===== src/hw/rtl/tbu_pkg.sv =====
// ----------------------------------------------------------------------------
// tbu_pkg: shared types and constants of the token bucket unit
// Field widths, divide-by-one-million constants and the control word that
// follows an item down the pipeline.
// ----------------------------------------------------------------------------
package tbu_pkg;

    localparam int WORKERS_DEF = 16;

    localparam int WORKER_W = 8;
    localparam int TIME_W   = 48;
    localparam int TOK_W    = 20;
    localparam int DROP_W   = 32;
    localparam int PROD_W   = 2 * TOK_W;
    localparam int STAGES   = 6;

    localparam int S_TDATA_W = 56;
    localparam int M_TDATA_W = 56;

    localparam logic [TIME_W-1:0] USEC_PER_SEC = 48'd1000000;

    // 1e6 = 2^6 * 15625; quotient estimate from the top product bits
    localparam int              PRE_SHIFT = 6;
    localparam int              RECIP_W   = 21;
    localparam logic [20:0]     RECIP     = 21'd1099511;   // floor(2^34 / 15625)
    localparam logic [13:0]     DIV_ODD   = 14'd15625;
    localparam int              REM_W     = 17;
    localparam logic [16:0]     REM_ONE   = 17'd15625;
    localparam logic [16:0]     REM_TWO   = 17'd31250;
    localparam logic [16:0]     REM_THREE = 17'd46875;

    typedef struct packed {
        logic [WORKER_W-1:0] worker;
        logic                in_rng;
        logic                lim0;
        logic                first;
        logic                refill;
        logic                full;
    } t_ctl;

endpackage


===== src/hw/rtl/tbu_time_stage.sv =====
// ----------------------------------------------------------------------------
// tbu_time_stage: per-worker timestamp stage
// Reads the worker's start bit and last refill time, decides whether a refill
// happens, updates the timestamp and forms elapsed * limit.
// ----------------------------------------------------------------------------
module tbu_time_stage #(
    parameter int WORKERS = tbu_pkg::WORKERS_DEF
) (
    input  logic                           i_clk,
    input  logic                           i_rst_n,
    input  logic                           i_load,
    input  logic                           i_valid,
    input  logic [tbu_pkg::WORKER_W-1:0]   i_worker,
    input  logic [tbu_pkg::TIME_W-1:0]     i_now,
    input  logic [tbu_pkg::TOK_W-1:0]      i_limit,
    output tbu_pkg::t_ctl                  o_ctl,
    output logic [tbu_pkg::PROD_W-1:0]     o_prod
);
    import tbu_pkg::*;

    localparam int IDX_W = (WORKERS > 1) ? $clog2(WORKERS) : 1;

    logic [TIME_W-1:0] r_last [WORKERS];
    logic [WORKERS-1:0] r_started;
    t_ctl               r_ctl;
    logic [PROD_W-1:0]  r_prod;

    logic [IDX_W-1:0]   idx;
    logic [TIME_W-1:0]  last;
    logic [TIME_W-1:0]  elapsed;
    logic [PROD_W-1:0]  prod;
    logic               wr;
    t_ctl               n_ctl;

    assign idx     = i_worker[IDX_W-1:0];
    assign last    = r_last[idx];
    assign elapsed = i_now - last;
    assign prod    = PROD_W'(elapsed[TOK_W-1:0]) * PROD_W'(i_limit);

    always_comb begin
        n_ctl.worker = i_worker;
        n_ctl.in_rng = ({1'b0, i_worker} < (WORKER_W + 1)'(WORKERS));
        n_ctl.lim0   = (i_limit == '0);
        n_ctl.first  = !r_started[idx];
        n_ctl.full   = (elapsed >= USEC_PER_SEC);
        n_ctl.refill = (i_now > last) && (n_ctl.full || (prod >= PROD_W'(USEC_PER_SEC)));
    end

    assign wr = i_load && i_valid && n_ctl.in_rng && !n_ctl.lim0
                && (n_ctl.first || n_ctl.refill);

    always_ff @(posedge i_clk) begin
        if (!i_rst_n) begin
            r_started <= '0;
        end else if (wr) begin
            r_started[idx] <= 1'b1;
        end
    end

    always_ff @(posedge i_clk) begin
        if (wr) begin
            r_last[idx] <= i_now;
        end
    end

    always_ff @(posedge i_clk) begin
        if (i_load) begin
            r_ctl  <= n_ctl;
            r_prod <= prod;
        end
    end

    assign o_ctl  = r_ctl;
    assign o_prod = r_prod;

endmodule


===== src/hw/rtl/tbu_refill_div.sv =====
// ----------------------------------------------------------------------------
// tbu_refill_div: refill amount, product / 1000000
// Three stages: reciprocal estimate, remainder, final correction.
// ----------------------------------------------------------------------------
module tbu_refill_div (
    input  logic                        i_clk,
    input  logic                        i_load_a,
    input  logic                        i_load_b,
    input  logic                        i_load_c,
    input  tbu_pkg::t_ctl               i_ctl,
    input  logic [tbu_pkg::PROD_W-1:0]  i_prod,
    output tbu_pkg::t_ctl               o_ctl,
    output logic [tbu_pkg::TOK_W-1:0]   o_quot
);
    import tbu_pkg::*;

    localparam int HI_W  = PROD_W - TOK_W;
    localparam int EST_W = HI_W + RECIP_W;

    t_ctl               r_a_ctl;
    t_ctl               r_b_ctl;
    t_ctl               r_c_ctl;
    logic [RECIP_W-1:0] r_a_est;
    logic [REM_W-1:0]   r_a_lo;
    logic [RECIP_W-1:0] r_b_est;
    logic [REM_W-1:0]   r_b_rem;
    logic [TOK_W-1:0]   r_c_quot;

    logic [EST_W-1:0]           est_prod;
    logic [RECIP_W+13:0]        back_prod;
    logic [REM_W-1:0]           rem;
    logic [1:0]                 fix;
    logic [RECIP_W-1:0]         quot;

    assign est_prod  = EST_W'(i_prod[PROD_W-1:TOK_W]) * EST_W'(RECIP);
    assign back_prod = (RECIP_W + 14)'(r_a_est) * (RECIP_W + 14)'(DIV_ODD);
    assign rem       = r_a_lo - back_prod[REM_W-1:0];

    always_comb begin
        fix  = 2'(r_b_rem >= REM_ONE) + 2'(r_b_rem >= REM_TWO) + 2'(r_b_rem >= REM_THREE);
        quot = r_b_est + RECIP_W'(fix);
    end

    always_ff @(posedge i_clk) begin
        if (i_load_a) begin
            r_a_ctl <= i_ctl;
            r_a_est <= est_prod[EST_W-1:TOK_W];
            r_a_lo  <= i_prod[PRE_SHIFT+REM_W-1:PRE_SHIFT];
        end
        if (i_load_b) begin
            r_b_ctl <= r_a_ctl;
            r_b_est <= r_a_est;
            r_b_rem <= rem;
        end
        if (i_load_c) begin
            r_c_ctl  <= r_b_ctl;
            r_c_quot <= quot[TOK_W-1:0];
        end
    end

    assign o_ctl  = r_c_ctl;
    assign o_quot = r_c_quot;

endmodule


===== src/hw/rtl/tbu_token_stage.sv =====
// ----------------------------------------------------------------------------
// tbu_token_stage: bucket update and result register
// Read-modify-write of the worker's token count in one stage, drop counter,
// registered result fields.
// ----------------------------------------------------------------------------
module tbu_token_stage #(
    parameter int WORKERS = tbu_pkg::WORKERS_DEF
) (
    input  logic                        i_clk,
    input  logic                        i_rst_n,
    input  logic                        i_load,
    input  logic                        i_valid,
    input  tbu_pkg::t_ctl               i_ctl,
    input  logic [tbu_pkg::TOK_W-1:0]   i_quot,
    input  logic [tbu_pkg::TOK_W-1:0]   i_limit,
    output logic                        o_allowed,
    output logic [tbu_pkg::TOK_W-1:0]   o_left,
    output logic [tbu_pkg::DROP_W-1:0]  o_drops
);
    import tbu_pkg::*;

    localparam int IDX_W = (WORKERS > 1) ? $clog2(WORKERS) : 1;

    logic [TOK_W-1:0]  r_tok [WORKERS];
    logic [DROP_W-1:0] r_drop;
    logic              r_allowed;
    logic [TOK_W-1:0]  r_left;
    logic [DROP_W-1:0] r_drops;

    logic [IDX_W-1:0]  idx;
    logic [TOK_W-1:0]  tok;
    logic [TOK_W:0]    sum;
    logic [TOK_W-1:0]  capped;
    logic [TOK_W-1:0]  base;
    logic [TOK_W-1:0]  n_tok;
    logic [TOK_W-1:0]  n_left;
    logic [DROP_W-1:0] n_drop;
    logic              n_allowed;
    logic              wr;

    assign idx    = i_ctl.worker[IDX_W-1:0];
    assign tok    = r_tok[idx];
    assign sum    = {1'b0, tok} + {1'b0, i_quot};
    assign capped = (i_ctl.full || (sum > {1'b0, i_limit})) ? i_limit : sum[TOK_W-1:0];
    assign base   = i_ctl.refill ? capped : tok;

    always_comb begin
        n_allowed = 1'b1;
        n_left    = '0;
        n_tok     = tok;
        n_drop    = r_drop;
        wr        = 1'b0;
        if (i_ctl.in_rng) begin
            if (i_ctl.lim0) begin
                n_left = i_ctl.first ? '0 : tok;
            end else if (i_ctl.first) begin
                n_tok  = i_limit;
                n_left = i_limit;
                wr     = 1'b1;
            end else begin
                if (base != '0) begin
                    n_tok = base - 1'b1;
                end else begin
                    n_tok     = '0;
                    n_allowed = 1'b0;
                    n_drop    = r_drop + 1'b1;
                end
                n_left = n_tok;
                wr     = 1'b1;
            end
        end
    end

    always_ff @(posedge i_clk) begin
        if (!i_rst_n) begin
            r_drop <= '0;
        end else if (i_load && i_valid) begin
            r_drop <= n_drop;
        end
    end

    always_ff @(posedge i_clk) begin
        if (i_load && i_valid && wr) begin
            r_tok[idx] <= n_tok;
        end
    end

    always_ff @(posedge i_clk) begin
        if (i_load) begin
            r_allowed <= n_allowed;
            r_left    <= n_left;
            r_drops   <= n_drop;
        end
    end

    assign o_allowed = r_allowed;
    assign o_left    = r_left;
    assign o_drops   = r_drops;

endmodule


===== src/hw/rtl/per_worker_token_bucket_unit.sv =====
// Stages: input register, timestamp, estimate, remainder, correction, tokens.
// Throughput: one item per cycle unless stalled, also when consecutive items name the
// same worker; timestamps and token counts are each read and written in one stage.
// Back-pressure stalls only the stages that are full; bubbles are squeezed out.
// Reset (synchronous): empties the pipeline, clears start bits, drop count and
// the limit register; token and timestamp stores need no clearing pass.
// ----------------------------------------------------------------------------
// per_worker_token_bucket_unit: per-worker token bucket rate limiter
// Stream in requests (worker, time in us), stream out allowed/tokens/drops.
// ----------------------------------------------------------------------------
module per_worker_token_bucket_unit #(
    parameter int WORKERS = tbu_pkg::WORKERS_DEF
) (
    input  logic                            i_clk,
    input  logic                            i_rst_n,
    input  logic                            i_cfg_valid,
    output logic                            o_cfg_ready,
    input  logic [tbu_pkg::TOK_W-1:0]       i_cfg_data,     // tokens_per_second
    input  logic                            s_axis_tvalid,
    output logic                            s_axis_tready,
    input  logic [tbu_pkg::S_TDATA_W-1:0]   s_axis_tdata,   // worker[7:0], now_us[55:8]
    output logic                            m_axis_tvalid,
    input  logic                            m_axis_tready,
    output logic [tbu_pkg::M_TDATA_W-1:0]   m_axis_tdata    // allowed[0], tokens_left[20:1],
                                                            // drops_total[52:21]
);
    import tbu_pkg::*;

    logic [TOK_W-1:0]    r_limit;
    logic [STAGES-1:0]   r_vld;
    logic [WORKER_W-1:0] r_worker;
    logic [TIME_W-1:0]   r_now;

    logic [STAGES-1:0]   en;
    logic [STAGES-1:0]   n_vld;
    t_ctl                time_ctl;
    t_ctl                div_ctl;
    logic [PROD_W-1:0]   time_prod;
    logic [TOK_W-1:0]    div_quot;
    logic                out_allowed;
    logic [TOK_W-1:0]    out_left;
    logic [DROP_W-1:0]   out_drops;

    assign o_cfg_ready = 1'b1;

    always_ff @(posedge i_clk) begin
        if (!i_rst_n) begin
            r_limit <= '0;
        end else if (i_cfg_valid) begin
            r_limit <= i_cfg_data;
        end
    end

    // a stage loads when it is empty or its content moves on
    always_comb begin
        en[STAGES-1] = !r_vld[STAGES-1] || m_axis_tready;
        for (int k = STAGES - 2; k >= 0; k--) begin
            en[k] = !r_vld[k] || en[k+1];
        end
    end

    assign n_vld = {r_vld[STAGES-2:0], s_axis_tvalid};

    always_ff @(posedge i_clk) begin
        if (!i_rst_n) begin
            r_vld <= '0;
        end else begin
            for (int k = 0; k < STAGES; k++) begin
                if (en[k]) begin
                    r_vld[k] <= n_vld[k];
                end
            end
        end
    end

    always_ff @(posedge i_clk) begin
        if (en[0]) begin
            r_worker <= s_axis_tdata[WORKER_W-1:0];
            r_now    <= s_axis_tdata[WORKER_W+TIME_W-1:WORKER_W];
        end
    end

    tbu_time_stage #(
        .WORKERS (WORKERS)
    ) u_time (
        .i_clk    (i_clk),
        .i_rst_n  (i_rst_n),
        .i_load   (en[1]),
        .i_valid  (r_vld[0]),
        .i_worker (r_worker),
        .i_now    (r_now),
        .i_limit  (r_limit),
        .o_ctl    (time_ctl),
        .o_prod   (time_prod)
    );

    tbu_refill_div u_div (
        .i_clk    (i_clk),
        .i_load_a (en[2]),
        .i_load_b (en[3]),
        .i_load_c (en[4]),
        .i_ctl    (time_ctl),
        .i_prod   (time_prod),
        .o_ctl    (div_ctl),
        .o_quot   (div_quot)
    );

    tbu_token_stage #(
        .WORKERS (WORKERS)
    ) u_token (
        .i_clk     (i_clk),
        .i_rst_n   (i_rst_n),
        .i_load    (en[5]),
        .i_valid   (r_vld[4]),
        .i_ctl     (div_ctl),
        .i_quot    (div_quot),
        .i_limit   (r_limit),
        .o_allowed (out_allowed),
        .o_left    (out_left),
        .o_drops   (out_drops)
    );

    assign s_axis_tready = en[0];
    assign m_axis_tvalid = r_vld[STAGES-1];
    assign m_axis_tdata  = {(M_TDATA_W - 1 - TOK_W - DROP_W)'(0), out_drops, out_left,
                            out_allowed};

endmodule


===== config.mk =====
export PLATFORM = sky130hd
export DESIGN_NAME = per_worker_token_bucket_unit
export DESIGN_NICKNAME = d
export VERILOG_FILES = /design/src/hw/rtl/tbu_pkg.sv /design/src/hw/rtl/tbu_time_stage.sv /design/src/hw/rtl/tbu_refill_div.sv /design/src/hw/rtl/tbu_token_stage.sv /design/src/hw/rtl/per_worker_token_bucket_unit.sv
export SDC_FILE = /design/constraint.sdc
export NUM_CORES = 2
export LEC_CHECK = 0
export ABC_AREA = 1
export BUFFER_PORTS_ARGS = -buffer_cell sky130_fd_sc_hd__buf_4
export CELL_PAD_IN_SITES_DETAIL_PLACEMENT = 1
export CELL_PAD_IN_SITES_GLOBAL_PLACEMENT = 1
export CORE_AREA = 2 2 531 428
export DETAILED_ROUTE_END_ITERATION = 10
export DIE_AREA = 0 0 533 430
export PLACE_DENSITY = 0.73
export SLEW_MARGIN = 40
export SYNTH_ARGS = -nofsm -noshare
export SYNTH_HDL_FRONTEND = slang
export SYNTH_HIERARCHICAL = 1
export SYNTH_SLANG_ARGS = --single-unit

===== constraint.sdc =====
create_clock -name i_clk -period 19.95 [get_ports i_clk]
set_input_delay 0.9975 -clock i_clk [delete_from_list [all_inputs] [get_ports i_clk]]
set_output_delay 0.9975 -clock i_clk [all_outputs]
set_load 0.01 [all_outputs]

Word level (Yosys, flattened, before mapping):

Memory sizes are Yosys's and may differ from the RTL's. A register that Yosys moved wholly into a read port is not among the register bits.
Cells that the tools add are included.

* output and inout port bits: 59
* bits of input ports: 81
* memories kept: 2
* RAM bits: 1088
* register bits after elaboration: 354

* bitwise logic cells: 2
* reductions and logical operators: 28
* order comparisons: 10
* add/sub/neg operators: 8
* muxes and demuxes: 25
* multiply operators: 3

Memory list
* u_time.r_last: words 16, bits a word 48, read ports 1, clocked after Yosys merged registers in 1, write ports 1, line tbu_time_stage.sv:23 `logic [TIME_W-1:0] r_last [WORKERS];`
* u_token.r_tok: words 16, bits a word 20, read ports 1, clocked after Yosys merged registers in 1, write ports 1, line tbu_token_stage.sv:24 `logic [TOK_W-1:0] r_tok [WORKERS];`

Operators with widths (count)
* 20-bit 2-to-1 mux: 8
* 32-bit 2-to-1 mux: 4
* 48-bit by 20-bit >= comparator with 1-bit output, second input constant: 1
* 48-bit > comparator: 1
* 48-bit subtractor: 1
* 20-bit by 21-bit multiplier with 41-bit output, second input constant: 1
* 40-bit by 20-bit >= comparator with 1-bit output, second input constant: 1
* 20-bit by 20-bit multiplier with 40-bit output: 1
* 32-bit by 1-bit adder with 32-bit output, second input constant: 1
* 20-bit by 20-bit adder with 21-bit output: 1
* 21-bit by 20-bit > comparator with 1-bit output: 1
* 21-bit by 14-bit multiplier with 17-bit output, second input constant: 1
* 20-bit by 2-bit adder with 20-bit output: 1
* 20-bit logical NOT: 1
* 20-bit nonzero test: 1
* 20-bit by 1-bit subtractor with 20-bit output, second input constant: 1
* 17-bit by 14-bit >= comparator with 1-bit output, second input constant: 1
* 17-bit by 15-bit >= comparator with 1-bit output, second input constant: 1
* 17-bit by 16-bit >= comparator with 1-bit output, second input constant: 1
* 17-bit subtractor: 1
* 16-bit OR: 1
* 1-bit logical OR: 9
* 1-bit 2-to-1 mux: 9
* 1-bit logical AND: 8
* 11 further kinds: 19

Depth between registers and ports, before layout:

* word-level depth: 12
* mapped depth: 56
* depth with buffers taken out: 52

Cells and area by module:

Netlist, hierarchy kept.

Modules (own cells, without submodules)
* tbu_time_stage: instances 1, area each 49439.9 um^2, sequential area each 24974.0 um^2, cells an instance 4780
* tbu_token_stage: instances 1, area each 18894.4 um^2, sequential area each 11841.4 um^2, cells an instance 1760
* tbu_refill_div: instances 1, area each 15821.4 um^2, sequential area each 3993.8 um^2, cells an instance 1654
* per_worker_token_bucket_unit: instances 1, area each 2680.1 um^2, sequential area each 2202.1 um^2, cells an instance 176

Least setup slack after synthesis:

OpenSTA, ideal clock, no wires.

* kind: reg-to-reg
* start: register r_worker[1]
* end: memory u_time.r_last[5][0], enable pin
* data arrival time: 9.683 ns
* cell stages (with the launch flop): 50
* clock period less this slack: 10.086 ns
* setup time: 0.402 ns
* slack: 9.864 ns
* path through: edfxtp_1 clkbuf_1 nor2_1 clkbuf_1 clkbuf_1 a22oi_1 a31oi_1 nor4_1 fa_1 nand3_1 nor2_1 inv_1 nand3_2 or2_2 nand2_1 clkbuf_1 nor2_1 fa_1 [... 14 more ...] nor2_1 nand2_1 nor2_1 nand2_1 nand3_1 nand3_1 nand3b_1 nand2_1 nand2_1 nor2_1 nand2_1 nor2_1 nand3_2 nand2_2 nand2_4 buf_8 nand3_2 inv_1

* longest elaborated chain between the ends: 7
* elaborated cells between the ends (all ways): 10

Ends and longest elaborated chain
* from (decl): line per_worker_token_bucket_unit.sv:31 `logic [WORKER_W-1:0] r_worker;`
* from (signal assigned): line per_worker_token_bucket_unit.sv:78 `r_worker <= s_axis_tdata[WORKER_W-1:0];`
* 1-bit binary-select mux with 4-bit select: line tbu_time_stage.sv:44 `n_ctl.first = !r_started[idx];`
* 1-bit 2-to-1 mux (not written as such): line tbu_time_stage.sv:44
* 1-bit logical NOT: line tbu_time_stage.sv:44
* 1-bit logical OR: line tbu_time_stage.sv:50 `&& (n_ctl.first || n_ctl.refill);`
* 1-bit logical AND: line tbu_time_stage.sv:50
* 1-bit 2-to-1 mux: line tbu_time_stage.sv:61 `if (wr) begin`
* 1-bit 2-to-1 mux (not written as such): line tbu_time_stage.sv:62 `r_last[idx] <= i_now;`
* to (decl): line tbu_time_stage.sv:23

Parallel ways exist; a longest one is shown, timed or not. The select of a mux whose other input is x is not followed.

Worst setup path in the final report:

* start: register r_worker[0]
* end: memory u_time.r_last[8][45], enable pin

Same word-level chain as after synthesis.

==> reports/summary.txt <==
routed wirelength normalized by instance count: 23.8 um
status: complete, no violations
Worst-Margin Slew: 892 ps
full die area: 0.229 mm2
Final WS setup: 6700 ps
share of cells above drive strength 1: 0.0783
most common cell after layout, fill and taps aside: nand2_1
clock net sink count: 1435
IO Pins: 140
most frequent cell on the critical path: nand2_1
setup repair bufs after CTS: 0
final setup vio count: 0
Die Width: 533 um
Final Max Slew Viols: 0
Mapped Cells: 8345
total CTS buffers: 154
Post-Route WL: 276000 um
FP Rows: 156
worst reg-to-reg path cell count: 51
Setup TNS: 0 ps
DRT Pass-1 Iters: 5
DP Area: 0.0911 mm2
area of the core: 0.224 mm2
TritonCTS clock tree: built
hold buffer count at CTS: 0
critical path capture point type: flip-flop
Ys Warns: 6
PostCTS Resize Cnt: 0
critical-path maximum fanout: 59
Port Buffers: 135
first-pass GRT wire length: 416000 um
relative slew slack: 0.406
via count: 63100
clock slew at reported path FFs: 60 ps
Final Hold Viols: 0
max_cap viols: 0
worst endpoint required time: 20480 ps
CP peak stage delay: 690 ps
Worst-Skew Late Latency: 870 ps
Hold Crit Class: input pin to flip-flop
Syn-to-layout area delta: 11.7%
Hold Path Depth: 1
Initial DRC Count: 5230
cell area after layout: 0.0962 mm2
commonest cells after routing, fill and taps aside: nand2_1, edfxtp_1, inv_1
fmax: 75.5 MHz
final design utilization: 0.429
Synth Cell Area: 0.0862 mm2
Place WS: 6570 ps
clk buf depth: 4
crit path time final: 13250 ps
Vias/cell: 5.45
CP arrival: 13770 ps
Die Y: 430 um
antenna-violating nets left: 0
vias in the first global route: 67100
Root Driver: clkbuf_16
GP Congestion: 0.902
grt ovf: 0
largest net degree at the start of global routing: 114
kind of start point of the critical path: flip-flop
RSZ-0062 raised after global routing: false
Tcrit/Tclk final: 0.664
DRC Markers: 0
clk_skew: 98.8 ps
H-tree levels: 4
Tot GR Track Use: 0.237
critical path class: flip-flop to flip-flop
CP max-delay cell: and2_1
initial antenna violation count: 3
Detail Placement HPWL: 196000 um
Mean Syn Cell Area: 10.3 um2
Final #Nets: 9582
initial core utilization: 0.384
## worst max-delay path: cells and delay by family, from the launching register on
| kind | cells | cell delay, ps |
|---|---|---|
| flops | 1 | 330 |
| buf+inv | 14 | 4200 |
| compound gates | 3 | 610 |
| simple gates | 25 | 3490 |
| fa+ha+maj | 9 | 4090 |
## metrics by stage
step / hold WS [ps] / std cells
CTS: 254 / 11600
global route: 267 / 11600
detailed placement: 406 / 11300
floorplan: 400 / 8347
finish: 308 / 11600
global placement: 402 / 11300
## registers in the layout (all words and copies together), names as in the netlist, 16 cells and up
name / flops
u_div/r_a_est: 20
u_div/r_b_rem: 17
u_token/o_left: 20
u_div/r_a_lo: 17
r_now: 48
u_token/o_drops: 32
u_time/r_started: 16
u_div/r_b_est: 20
r_limit: 20
u_token/r_drop: 32
u_div/o_quot: 20
u_time/r_last: 768
u_time/o_prod: 34
u_token/r_tok: 320
## worst paths after layout
kind	start	endpoint	slack, ps
max	r_worker[0]	u_time/r_last[8][45]	6700
min	s_axis_tdata[13]	r_now[5]	310
max reg2reg	r_worker[0]	u_time/r_last[8][45]	6700
min reg2reg	u_div/r_a_ctl[3]	u_div/r_b_ctl[3]	410
## layer usage
layer / share of wire / global-route usage / vias up
met5: 0 / 0 / -
met4: 0.028 / 0.0676 / 0
met3: 0.062 / 0.0332 / 389
met2: 0.47 / 0.391 / 2064
met1: 0.44 / 0.325 / 32300
li1: - / - / 28400
## final cells by class
cell class | count | area [um2]
Inverter | 1393 | 5240
Tap cell | 3002 | 3760
Clock inverter | 87 | 898
Sequential cell | 1435 | 42400
Antenna cell | 1 | 2.50
Timing Repair Buffer | 265 | 2460
Clock buffer | 178 | 3990
Multi-Input combinational cell | 5228 | 37500
Fill cell | 24700 | 128000
Power is left out: the tool's default activity adds up to more than one toggle a clock period on the data nets, which glitch-free logic cannot reach.
